## config.mk

```make
export PLATFORM = sky130hd
export DESIGN_NAME = brr_adpcm_block_decoder_core
export DESIGN_NICKNAME = d
export VERILOG_FILES = /design/src/hdl/brr_pkg.sv /design/src/hdl/brr_adpcm_block_decoder_core.sv /design/src/hdl/brr_queue.sv /design/src/hdl/brr_front.sv /design/src/hdl/brr_back.sv
export SDC_FILE = /design/constraint.sdc
export NUM_CORES = 1
export LEC_CHECK = 0
export ABC_AREA = 0
export BUFFER_PORTS_ARGS = -buffer_cell sky130_fd_sc_hd__buf_2
export CORE_ASPECT_RATIO = 1.4
export CORE_MARGIN = 1
export CORE_UTILIZATION = 48
export DETAILED_ROUTE_END_ITERATION = 10
export GPL_TIMING_DRIVEN = 0
export PLACE_DENSITY = 0.66
export SLEW_MARGIN = 10
export SYNTH_ARGS = -nofsm -noshare
export SYNTH_HDL_FRONTEND = slang
export SYNTH_SLANG_ARGS = --single-unit
```

## constraint.sdc

```tcl
create_clock -name clk -period 22.5 [get_ports clk]
set_input_delay 1.125 -clock clk [delete_from_list [all_inputs] [get_ports clk]]
set_output_delay 1.125 -clock clk [all_outputs]
set_load 0.1 [all_outputs]
```

## src/hdl/brr_pkg.sv

```systemverilog
`timescale 1ns / 1ps
// ----------------------------------------------------------------------------
// brr_pkg
// Shared types, constants and the nibble decode function for the BRR decoder.
// ----------------------------------------------------------------------------
package brr_pkg;

  localparam int QUEUE_DEPTH = 4;
  localparam int QUEUE_PW    = $clog2(QUEUE_DEPTH);

  localparam logic [3:0]  BLOCK_BYTES = 4'd8;
  localparam logic [3:0]  RANGE_MAX   = 4'd12;
  localparam logic [15:0] NEG_CLIP    = 16'hF800;

  localparam logic [1:0] PRED_NONE = 2'd0;
  localparam logic [1:0] PRED_ONE  = 2'd1;
  localparam logic [1:0] PRED_TWO  = 2'd2;
  localparam logic [1:0] PRED_THREE = 2'd3;

  typedef struct packed {
    logic [2:0] voice;
    logic [7:0] data_byte;
    logic       restart;
  } in_item_t;

  typedef struct packed {
    logic [2:0]  voice_tag;
    logic [15:0] sample;
    logic        second_nibble;
    logic        block_end;
    logic        end_flag;
    logic        loop_flag;
  } out_item_t;

  // one data byte with the header state it decodes under
  typedef struct packed {
    logic [2:0] voice;
    logic [7:0] data_byte;
    logic [3:0] shift_range;
    logic [1:0] predictor_select;
    logic [1:0] header_flags;
    logic       last;
  } job_t;

  function automatic logic [15:0] brr_decode(input logic [3:0]  nib,
                                             input logic [3:0]  rng,
                                             input logic [1:0]  sel,
                                             input logic [15:0] prev1,
                                             input logic [15:0] prev2);
    logic signed [16:0] n17;
    logic signed [16:0] scaled;
    logic [15:0]        base;
    logic signed [21:0] t;
    logic signed [21:0] a;
    logic signed [21:0] b;
    logic signed [21:0] acc;
    n17    = {{13{nib[3]}}, nib};
    scaled = n17 <<< rng;
    if (rng > RANGE_MAX) begin
      base = nib[3] ? NEG_CLIP : 16'd0;
    end else begin
      base = scaled[15:0];
    end
    t = {{6{base[15]}}, base};
    a = {{6{prev1[15]}}, prev1};
    b = {{6{prev2[15]}}, prev2};
    unique case (sel)
      PRED_NONE: acc = t;
      PRED_ONE:  acc = t + a + ((-a) >>> 4);
      PRED_TWO:  acc = t + (a <<< 1) + ((-(a + (a <<< 1))) >>> 5) - b + (b >>> 4);
      PRED_THREE: acc = t + (a <<< 1) + ((-((a <<< 3) + (a <<< 2) + a)) >>> 6)
                        - b + ((b + (b <<< 1)) >>> 4);
      default:   acc = t;
    endcase
    return acc[15:0];
  endfunction

endpackage

```

## src/hdl/brr_adpcm_block_decoder_core.sv

```systemverilog
`timescale 1ns / 1ps
// ----------------------------------------------------------------------------
// brr_adpcm_block_decoder_core
// BRR ADPCM decoder for up to eight voices, one byte per transfer.
// ----------------------------------------------------------------------------
// path: the first sample of a data byte passes the queue, the job register and
//   the output register; the second follows (with an empty queue and no output stall)
// throughput: set by the single sample unit, one nibble per cycle unless the output
//   stalls, with no gap between queued bytes; header bytes need no queue slot
// reset: clears all voice state, so each voice's next byte is a header
module brr_adpcm_block_decoder_core import brr_pkg::*; #(
  parameter int VOICES = 8
) (
  input  logic      clk,
  input  logic      rst,
  input  logic      in_valid,
  output logic      in_stall,
  input  in_item_t  in_data,
  output logic      out_valid,
  input  logic      out_stall,
  output out_item_t out_data
);

  logic queue_full;
  logic queue_empty;
  logic push;
  logic pop;
  job_t push_data;
  job_t queue_head;

  brr_front #(.VOICES(VOICES)) u_front (
    .clk        (clk),
    .rst        (rst),
    .in_valid   (in_valid),
    .in_stall   (in_stall),
    .in_data    (in_data),
    .queue_full (queue_full),
    .push       (push),
    .push_data  (push_data)
  );

  brr_queue u_queue (
    .clk       (clk),
    .rst       (rst),
    .push      (push),
    .push_data (push_data),
    .pop       (pop),
    .full      (queue_full),
    .empty     (queue_empty),
    .head      (queue_head)
  );

  brr_back #(.VOICES(VOICES)) u_back (
    .clk         (clk),
    .rst         (rst),
    .queue_empty (queue_empty),
    .queue_head  (queue_head),
    .pop         (pop),
    .out_valid   (out_valid),
    .out_stall   (out_stall),
    .out_data    (out_data)
  );

endmodule

```

## src/hdl/brr_queue.sv

```systemverilog
`timescale 1ns / 1ps
// ----------------------------------------------------------------------------
// brr_queue
// Small job queue between the byte classifier and the sample unit.
// ----------------------------------------------------------------------------
module brr_queue import brr_pkg::*; (
  input  logic clk,
  input  logic rst,
  input  logic push,
  input  job_t push_data,
  input  logic pop,
  output logic full,
  output logic empty,
  output job_t head
);

  job_t                mem [QUEUE_DEPTH];
  logic [QUEUE_PW-1:0] wr_ptr;
  logic [QUEUE_PW-1:0] rd_ptr;
  logic [QUEUE_PW:0]   count;
  logic                do_push;
  logic                do_pop;

  assign full    = (count == (QUEUE_PW + 1)'(QUEUE_DEPTH));
  assign empty   = (count == '0);
  assign do_push = push && !full;
  assign do_pop  = pop && !empty;
  assign head    = mem[rd_ptr];

  always_ff @(posedge clk) begin
    if (do_push) begin
      mem[wr_ptr] <= push_data;
    end
  end

  always_ff @(posedge clk) begin
    if (rst) begin
      wr_ptr <= '0;
      rd_ptr <= '0;
      count  <= '0;
    end else begin
      if (do_push) begin
        wr_ptr <= wr_ptr + 1'b1;
      end
      if (do_pop) begin
        rd_ptr <= rd_ptr + 1'b1;
      end
      if (do_push && !do_pop) begin
        count <= count + 1'b1;
      end else if (do_pop && !do_push) begin
        count <= count - 1'b1;
      end
    end
  end

endmodule

```

## src/hdl/brr_front.sv

```systemverilog
`timescale 1ns / 1ps
// ----------------------------------------------------------------------------
// brr_front
// Accepts bytes, tracks per-voice block position and header state, and
// queues data bytes with their header settings for the sample unit.
// ----------------------------------------------------------------------------
module brr_front import brr_pkg::*; #(
  parameter int VOICES = 8
) (
  input  logic     clk,
  input  logic     rst,
  input  logic     in_valid,
  output logic     in_stall,
  input  in_item_t in_data,
  input  logic     queue_full,
  output logic     push,
  output job_t     push_data
);

  localparam int         NSLOT     = (VOICES < 8) ? VOICES : 8;
  localparam int         IW        = (NSLOT > 1) ? $clog2(NSLOT) : 1;
  localparam logic [4:0] VOICE_LIM = 5'(VOICES);

  logic [3:0] shift_range      [NSLOT];
  logic [1:0] predictor_select [NSLOT];
  logic [1:0] header_flags     [NSLOT];
  logic [3:0] bytes_left       [NSLOT];

  logic          accept;
  logic          in_range;
  logic          is_header;
  logic [IW-1:0] idx;
  logic [3:0]    left_dec;

  assign in_stall  = queue_full;
  assign accept    = in_valid && !queue_full;
  assign idx       = in_data.voice[IW-1:0];
  assign in_range  = ({2'b00, in_data.voice} < VOICE_LIM);
  assign is_header = in_data.restart || (bytes_left[idx] == 4'd0);
  assign left_dec  = bytes_left[idx] - 4'd1;
  assign push      = accept && in_range && !is_header;

  always_comb begin
    push_data.voice            = in_data.voice;
    push_data.data_byte        = in_data.data_byte;
    push_data.shift_range      = shift_range[idx];
    push_data.predictor_select = predictor_select[idx];
    push_data.header_flags     = header_flags[idx];
    push_data.last             = (left_dec == 4'd0);
  end

  always_ff @(posedge clk) begin
    if (rst) begin
      for (int i = 0; i < NSLOT; i++) begin
        shift_range[i]      <= '0;
        predictor_select[i] <= '0;
        header_flags[i]     <= '0;
        bytes_left[i]       <= '0;
      end
    end else if (accept && in_range) begin
      if (is_header) begin
        shift_range[idx]      <= in_data.data_byte[7:4];
        predictor_select[idx] <= in_data.data_byte[3:2];
        header_flags[idx]     <= in_data.data_byte[1:0];
        bytes_left[idx]       <= BLOCK_BYTES;
      end else begin
        bytes_left[idx] <= left_dec;
      end
    end
  end

endmodule

```

## src/hdl/brr_back.sv

```systemverilog
`timescale 1ns / 1ps
// ----------------------------------------------------------------------------
// brr_back
// Sample unit: decodes one nibble per cycle unless the output stalls, against
// the voice's two previous samples, and holds each sample in an output register.
// ----------------------------------------------------------------------------
module brr_back import brr_pkg::*; #(
  parameter int VOICES = 8
) (
  input  logic      clk,
  input  logic      rst,
  input  logic      queue_empty,
  input  job_t      queue_head,
  output logic      pop,
  output logic      out_valid,
  input  logic      out_stall,
  output out_item_t out_data
);

  localparam int NSLOT = (VOICES < 8) ? VOICES : 8;
  localparam int IW    = (NSLOT > 1) ? $clog2(NSLOT) : 1;

  logic [15:0] prev_sample_one [NSLOT];
  logic [15:0] prev_sample_two [NSLOT];

  job_t        job;
  logic        job_valid;
  logic        phase;
  logic        advance;
  logic        load;
  logic [3:0]  nib;
  logic [IW-1:0] idx;
  logic [15:0] sample_next;
  logic        end_here;

  assign advance = job_valid && (!out_valid || !out_stall);
  // pull the next job when idle or as the second nibble goes out
  assign load    = !job_valid || (advance && phase);
  assign pop     = load && !queue_empty;
  assign nib     = phase ? job.data_byte[3:0] : job.data_byte[7:4];
  assign idx     = job.voice[IW-1:0];
  assign end_here = phase && job.last;
  assign sample_next = brr_decode(nib, job.shift_range, job.predictor_select,
                                  prev_sample_one[idx], prev_sample_two[idx]);

  always_ff @(posedge clk) begin
    if (load && !queue_empty) begin
      job <= queue_head;
    end
    if (advance) begin
      out_data.voice_tag     <= job.voice;
      out_data.sample        <= sample_next;
      out_data.second_nibble <= phase;
      out_data.block_end     <= end_here;
      out_data.end_flag      <= end_here && job.header_flags[0];
      out_data.loop_flag     <= end_here && job.header_flags[1];
    end
  end

  always_ff @(posedge clk) begin
    if (rst) begin
      job_valid <= 1'b0;
      phase     <= 1'b0;
      out_valid <= 1'b0;
      for (int i = 0; i < NSLOT; i++) begin
        prev_sample_one[i] <= '0;
        prev_sample_two[i] <= '0;
      end
    end else begin
      if (advance) begin
        out_valid            <= 1'b1;
        phase                <= !phase;
        prev_sample_two[idx] <= prev_sample_one[idx];
        prev_sample_one[idx] <= sample_next;
      end else if (!out_stall) begin
        out_valid <= 1'b0;
      end
      if (load) begin
        job_valid <= !queue_empty;
      end
    end
  end

endmodule

```

---- After elaboration in Yosys (flattened, before gate mapping) ----
Memory sizes are Yosys's and may differ from the RTL's. A register that Yosys moved wholly into a read port is not among the register bits.
Cells that the tools add are included.
W data, S select, Z words.
operators by class
  add/sub/neg operators ................... 21
  multiply operators ...................... 0
  div/mod/pow operators ................... 0
  order comparisons ....................... 1
  equality and inequality tests ........... 5
  shifts and indexed selects .............. 1
  muxes and demuxes ....................... 42
  bitwise gates (word level) .............. 1
  reduce and logical (&&, ||, !) cells .... 35
operators by type and width
  cell                   count
  $add A16 B16 Y16       5
  $mux W16               4
  $pmux W16 S4           1
  $add A16 B17 Y18       2
  $reduce_or A16 Y1      2
  $sub A16 B16 Y16       2
  $mux W3                8
  $mux W1                23
  $neg A22 Y22           1
  $add A20 B16 Y21       1
  $neg A18 Y21           1
  $add A19 B18 Y20       1
  $neg A16 Y20           1
  $add A16 B12 Y16       1
  $add A16 B14 Y16       1
  $mux W4                4
  $sshl A4 B4 Y16        1
  $logic_and A1 B1 Y1    12
  $logic_not A1 Y1       9
  $logic_not A4 Y1       2
  $reduce_or A4 Y1       2
  $add A2 B1 Y2 const B  2
  $eq A2 B2 Y1 const B   2
  $gt A4 B4 Y1 const B   1
  13 further kinds       17
word-level totals
  flip-flop bits (word level) ............. 33
  latch bits .............................. 0
  bits in writable memories ............... 432
  memory bits (read-only) ................. 0
  bits of input ports ..................... 16
  output and inout port bits .............. 25
  word-level logic and storage cells ...... 125
  memories ................................ 7
memory list
  name                    depth  width  read ports  clocked after memory_dff  write ports  RTL line         RTL
  u_back.prev_sample_one  8      16     1           0                         8            brr_back.sv:23   logic [15:0] prev_sample_one [NSLOT];
  u_back.prev_sample_two  8      16     1           0                         8            brr_back.sv:24   logic [15:0] prev_sample_two [NSLOT];
  u_queue.mem             4      20     1           1                         1            brr_queue.sv:17  job_t mem [QUEUE_DEPTH];
  u_front.bytes_left      8      4      1           0                         8            brr_front.sv:27  logic [3:0] bytes_left [NSLOT];
  u_front.shift_range     8      4      1           0                         8            brr_front.sv:24  logic [3:0] shift_range [NSLOT];
  u_front.header_flags    8      2      1           0                         8            brr_front.sv:26  logic [1:0] header_flags [NSLOT];
  1 more memories         -      -      -           -                         -            -

---- Longest topological paths before layout ----
  depth in word-level cells ............... 10
  depth in mapped cells ................... 36
  mapped depth without buffers ............ 31

---- Hierarchy ----
Synthesis repeated with hierarchy kept, for this count alone.
second synthesis, totals
  cells, all modules ...................... 2341
  area total of the unflattened synthesis .. 28886.5 um2
by module, submodules not included
  module     times used  cells an instance  area each (um2)  sequential area each (um2)
  brr_back   1           1797               20642.3          9098.7
  brr_front  1           392                4888.4           2882.8
  brr_queue  1           152                3355.7           2582.5

---- Least setup slack after synthesis ----
Ideal clock, no wire load.
  kind .................................... reg-to-reg
  from .................................... register u_back.idx[2] (netlist name)
  to ...................................... memory u_back.prev_sample_one[0][15] (data pin)
  setup time .............................. 273 ps
  data arrival time ....................... 7852 ps
  data required time ...................... 22227 ps
  slack ................................... 14375 ps
  stages on the path, launching flop included .. 33
  buffers on the path ..................... 6
  clock period less this slack ............ 8125 ps
  path through ............................ edfxtp_1 -> buf_4 -> buf_2 -> buf_2 -> buf_1 -> buf_1 -> mux4_2 -> mux2i_1 -> clkbuf_1 -> inv_1 -> fa_1 -> fa_1 -> a211oi_1 -> o21bai_1 -> a221oi_1 -> and2b_1 -> nand3_1 -> nor3b_1 -> nor2b_1 -> nand2_1 -> nor3_1 -> xor2_1 -> fa_1 -> inv_1 -> ha_1 -> and3_1 -> o311ai_0 -> a31oi_1 -> nor2_1 -> xnor2_1 -> o32ai_4 -> o41ai_4 -> a21oi_1
RTL lines
  what       RTL line
  to (decl)  brr_back.sv:23

---- Worst setup path in the final report ----
  from .................................... register u_back.idx[2] (netlist name)
  to ...................................... register u_back.out_data[19] (netlist name)
between the ends
  word-level cells in the longest chain between the ends .. 8
  elaborated cells between the ends (all ways) .. 19
  classes of those cells .................. add/sub: 16; mux: 1; memory: 2
RTL lines
  what                              RTL line        RTL
  $mem_v2 Z8 W16                    -
  $add A19 B18 Y20                  brr_pkg.sv:71   PRED_THREE: acc = t + (a <<< 1) + ((-((a <<< 3) + (a <<< 2) + a)) >>> 6)
  $add A20 B16 Y21                  brr_pkg.sv:71
  $neg A22 Y22                      brr_pkg.sv:71
  $add A16 B16 Y16                  brr_pkg.sv:71
  $sub A16 B16 Y16                  brr_pkg.sv:72   - b + ((b + (b <<< 1)) >>> 4);
  $add A16 B14 Y16                  brr_pkg.sv:72
  $pmux W16 S4 *                    brr_pkg.sv:67   unique case (sel)
  named net u_back.sample_next[15]  brr_back.sv:33  logic [15:0] sample_next;
Mark *: on every way through the listed nets, which the timed path passes. The rest lies on a longest branch.
A chain may end at the register's enable or synchronous reset.

==> summary.md <==
| Metric | Value |
|---|---|
| Die ar. | about 0.060 sq mm |
| WL/cell | 24.2 um |
| CP required | 22.75 ns |
| CTS Buffer Depth | 3 |
| Synthesis-stage register bit count | 485 |
| Seq/Total Area, Yosys | around half |
| Starting Density | 48.8% |
| Fin crit share | roughly 50% |
| CTS Sinks | about 490 |
| CP peak stage delay | 0.85 ns |
| Post-synth cell types | 92 |
| Ys async rst share | 0% |
| TritonCTS buffer count | 40 |
| WP buf/inv | 7 |
| Critical setup path kind | reg -> reg |
| Outcome | completed |
| Post-Syn Instances | 2399 |
| Slowest CP cell | o311ai_0 |
| Hold_buf cts | 0 |
| Initial DRC Count | 1706 |
| Hold Crit Class | reg -> reg |
| Data arrival time of the worst path | 11.59 ns |
| CTS resizes | 0 |
| RSZ-0062 raised after global routing | no |
| Port Buffer Count | 39 |
| First-pass GRT wire length | 118000 um |
| CP Max Fanout | 12 |
| Top-area cell type share of the netlist area | 50.6% |
| Max_cap viols | 0 |
| Via count | roughly 20000 |
| Initial antenna violation count | 2 |
| Yosys warning count | 0 |
| Final Setup Violations | 0 |
| Reg clk slew, reported paths | 0.07 ns |
| Worst-Margin Slew | 1.19 ns |
| Critical Path End Type | flip-flop |
| H-tree levels | 2 |
| Syn Area/Cell | 11.7 sq um |
| I/O pin count | between 40 and 50 |
| CP Launch Type | flip-flop |
| Clk_skew | 0.0229 ns |
| Placer Congestion | 0.921 |
| Die W | 207 um |
| Final worst setup slack | approximately 11 ns |
| Dominant synthesized flop cell | edfxtp_1 |
| Pin count of the biggest net entering global routing | 26 |
| Post-synth EDFFs | 475 |
| Global route overflow | 0 |
| Final WL | 78900 um |
| CTS tree | done |
| Setup_tns | 0 ns |
| Synth Cell Area | between 0.02 and 0.03 sq mm |
| Largest area contributor in the netlist | edfxtp_1 |
| Final hold vios | 0 |
| Vias in the first global route | 20300 |
| Std-Cell Core Area | 0.0578 sq mm |
| Post-placement setup slack | 11.30 ns |
| Final Critical Period | 11.35 ns |
| CP top delay family | compound AO/OA/AOI/OAI gates |
| Hpwl dp | ~58000 um |
| Hold WS | 0.518 ns |
| Final slew viol count | 0 |
| Syn-to-layout area delta | 9.51% |
| Layout cells sized above 1 | 9.56% |
| Tot GR Track Use | between 20% and 30% |
| Slew headroom | 20.4% |
| Clock Latency Late Sink | 0.55 ns |
| Synth area leaders | edfxtp_1 51%, fa_1 6.6%, ha_1 5.6% |
| FP Rows | about 100 |
| Most frequent CP cell | nor2_1 |
| Clk root buf | clkbuf_16 |
| Remaining DRCs | 0 |
| Die Y | roughly 290 um |
| Vias per cell | 6.02 |
| Post-DRT Antenna Nets | 0 |
| Fmax | 0.0881 GHz |
| First-pass DRT Iterations | 5 |
| Syn_nets | 2634 |
| Post-CTS Setup Bufs | 0 |
| Final nets | 2725 |
[area by class of cell]
type / instances / area [sq um]
Fill cell: 4948 / 26900
Clock buffer: 48 / 1080
Clock inverter: 24 / 209
Antenna cell: 2 / 5.00
Inverter: 196 / 736
Multi-Input combinational cell: 1605 / 12500
Timing Repair Buffer: 49 / 395
Tap cell: 742 / 928
Sequential cell: 485 / 14500
Buffer: 113 / 520
[synthesized netlist by cell type (all sizes together), types with 48 or more instances]
library cell,number
fa,93
a22oi,88
edfxtp,475
nand2,90
nor2,370
clkbuf,76
xnor2,71
a21oi,87
inv,195
ha,126
nor3,48
and2,79
o21ai,56
[worst reg2reg max path: cells and delay by family, from the launching register on]
family	cells	cell delay, ns
AO/OA/AOI/OAI	9	3.08
AND/OR/NAND/NOR	9	2.16
multiplexers	1	0.26
XOR/XNOR	3	0.63
flip-flops	1	0.44
adder cells (fa/ha/maj)	4	1.63
buffers and inverters	7	2.85
[placed cells by master (no fill, tap or decap), types with 15 or more instances in the layout]
master     count
o21bai_1      19
nand2_1       90
buf_2         48
ha_1         126
edfxtp_1     475
a221oi_1      22
clkbuf_1      79
buf_1         15
mux2i_1       28
fa_1          93
xnor2_1       71
o21ai_0       51
a22oi_1       87
clkbuf_16     42
nand2b_1      22
inv_1        194
a21oi_1       86
nor2_1       370
nor2b_1       30
and3_1        21
a22o_1        25
a21o_1        17
and2_1        79
mux4_2        40
xor2_1        45
nor3_1        43
nand3_1       22
[per-stage QoR]
step | util (%) | area (sq um) | cells
2_1_floorplan | - | 28200 | 2399
3_3_place_gp | 50.7 | 29300 | 3180
3_5_place_dp | 51.1 | 29500 | 3189
4_1_cts | 53.4 | 30800 | 3261
5_1_grt | 53.4 | 30900 | 3264
6_report | 53.4 | 30900 | 3264
[cell families after synthesis]
logic type	count (synthesis)	share of synthesized area [%]
compound gates	426	10.7
xor+xnor	116	3.61
fa+ha+maj	219	12.2
buf+inv	309	4.46
flops	485	51.3
mux	78	4.70
simple gates	766	13.0
[routing by layer]
metal	GRT usage [%]	vias to the layer above	part of all wire (%)
li1	-	8814	-
met1	31.9	9824	37
met2	48.2	808	52
met3	2.36	209	6.4
met4	13.9	0	5.4
met5	0	-	0
[sequential cells by signal, indices dropped and copies added (netlist names), 3 cells and up]
name and flops:
u_back.prev_sample_one 128, u_back.prev_sample_two 128, u_queue.mem 80, u_front.bytes_left 32, u_front.shift_range 32, u_back.out_data 23
u_back.job 17, u_front.header_flags 16, u_front.predictor_select 16, u_back.idx 3, u_queue.count 3
[final timing paths]
check              startpoint             endpoint  slack [ns]  depth (start not counted)
max             u_back.idx[2]  u_back.out_data[19]       11.15                         33
min          u_queue.count[2]     u_queue.count[2]        0.52                          2
max reg2reg     u_back.idx[2]  u_back.out_data[19]       11.15                         33
min reg2reg  u_queue.count[2]     u_queue.count[2]        0.52                          2
Power is left out: the tool's default activity adds up to more than one toggle a clock period on the data nets, which glitch-free logic cannot reach.
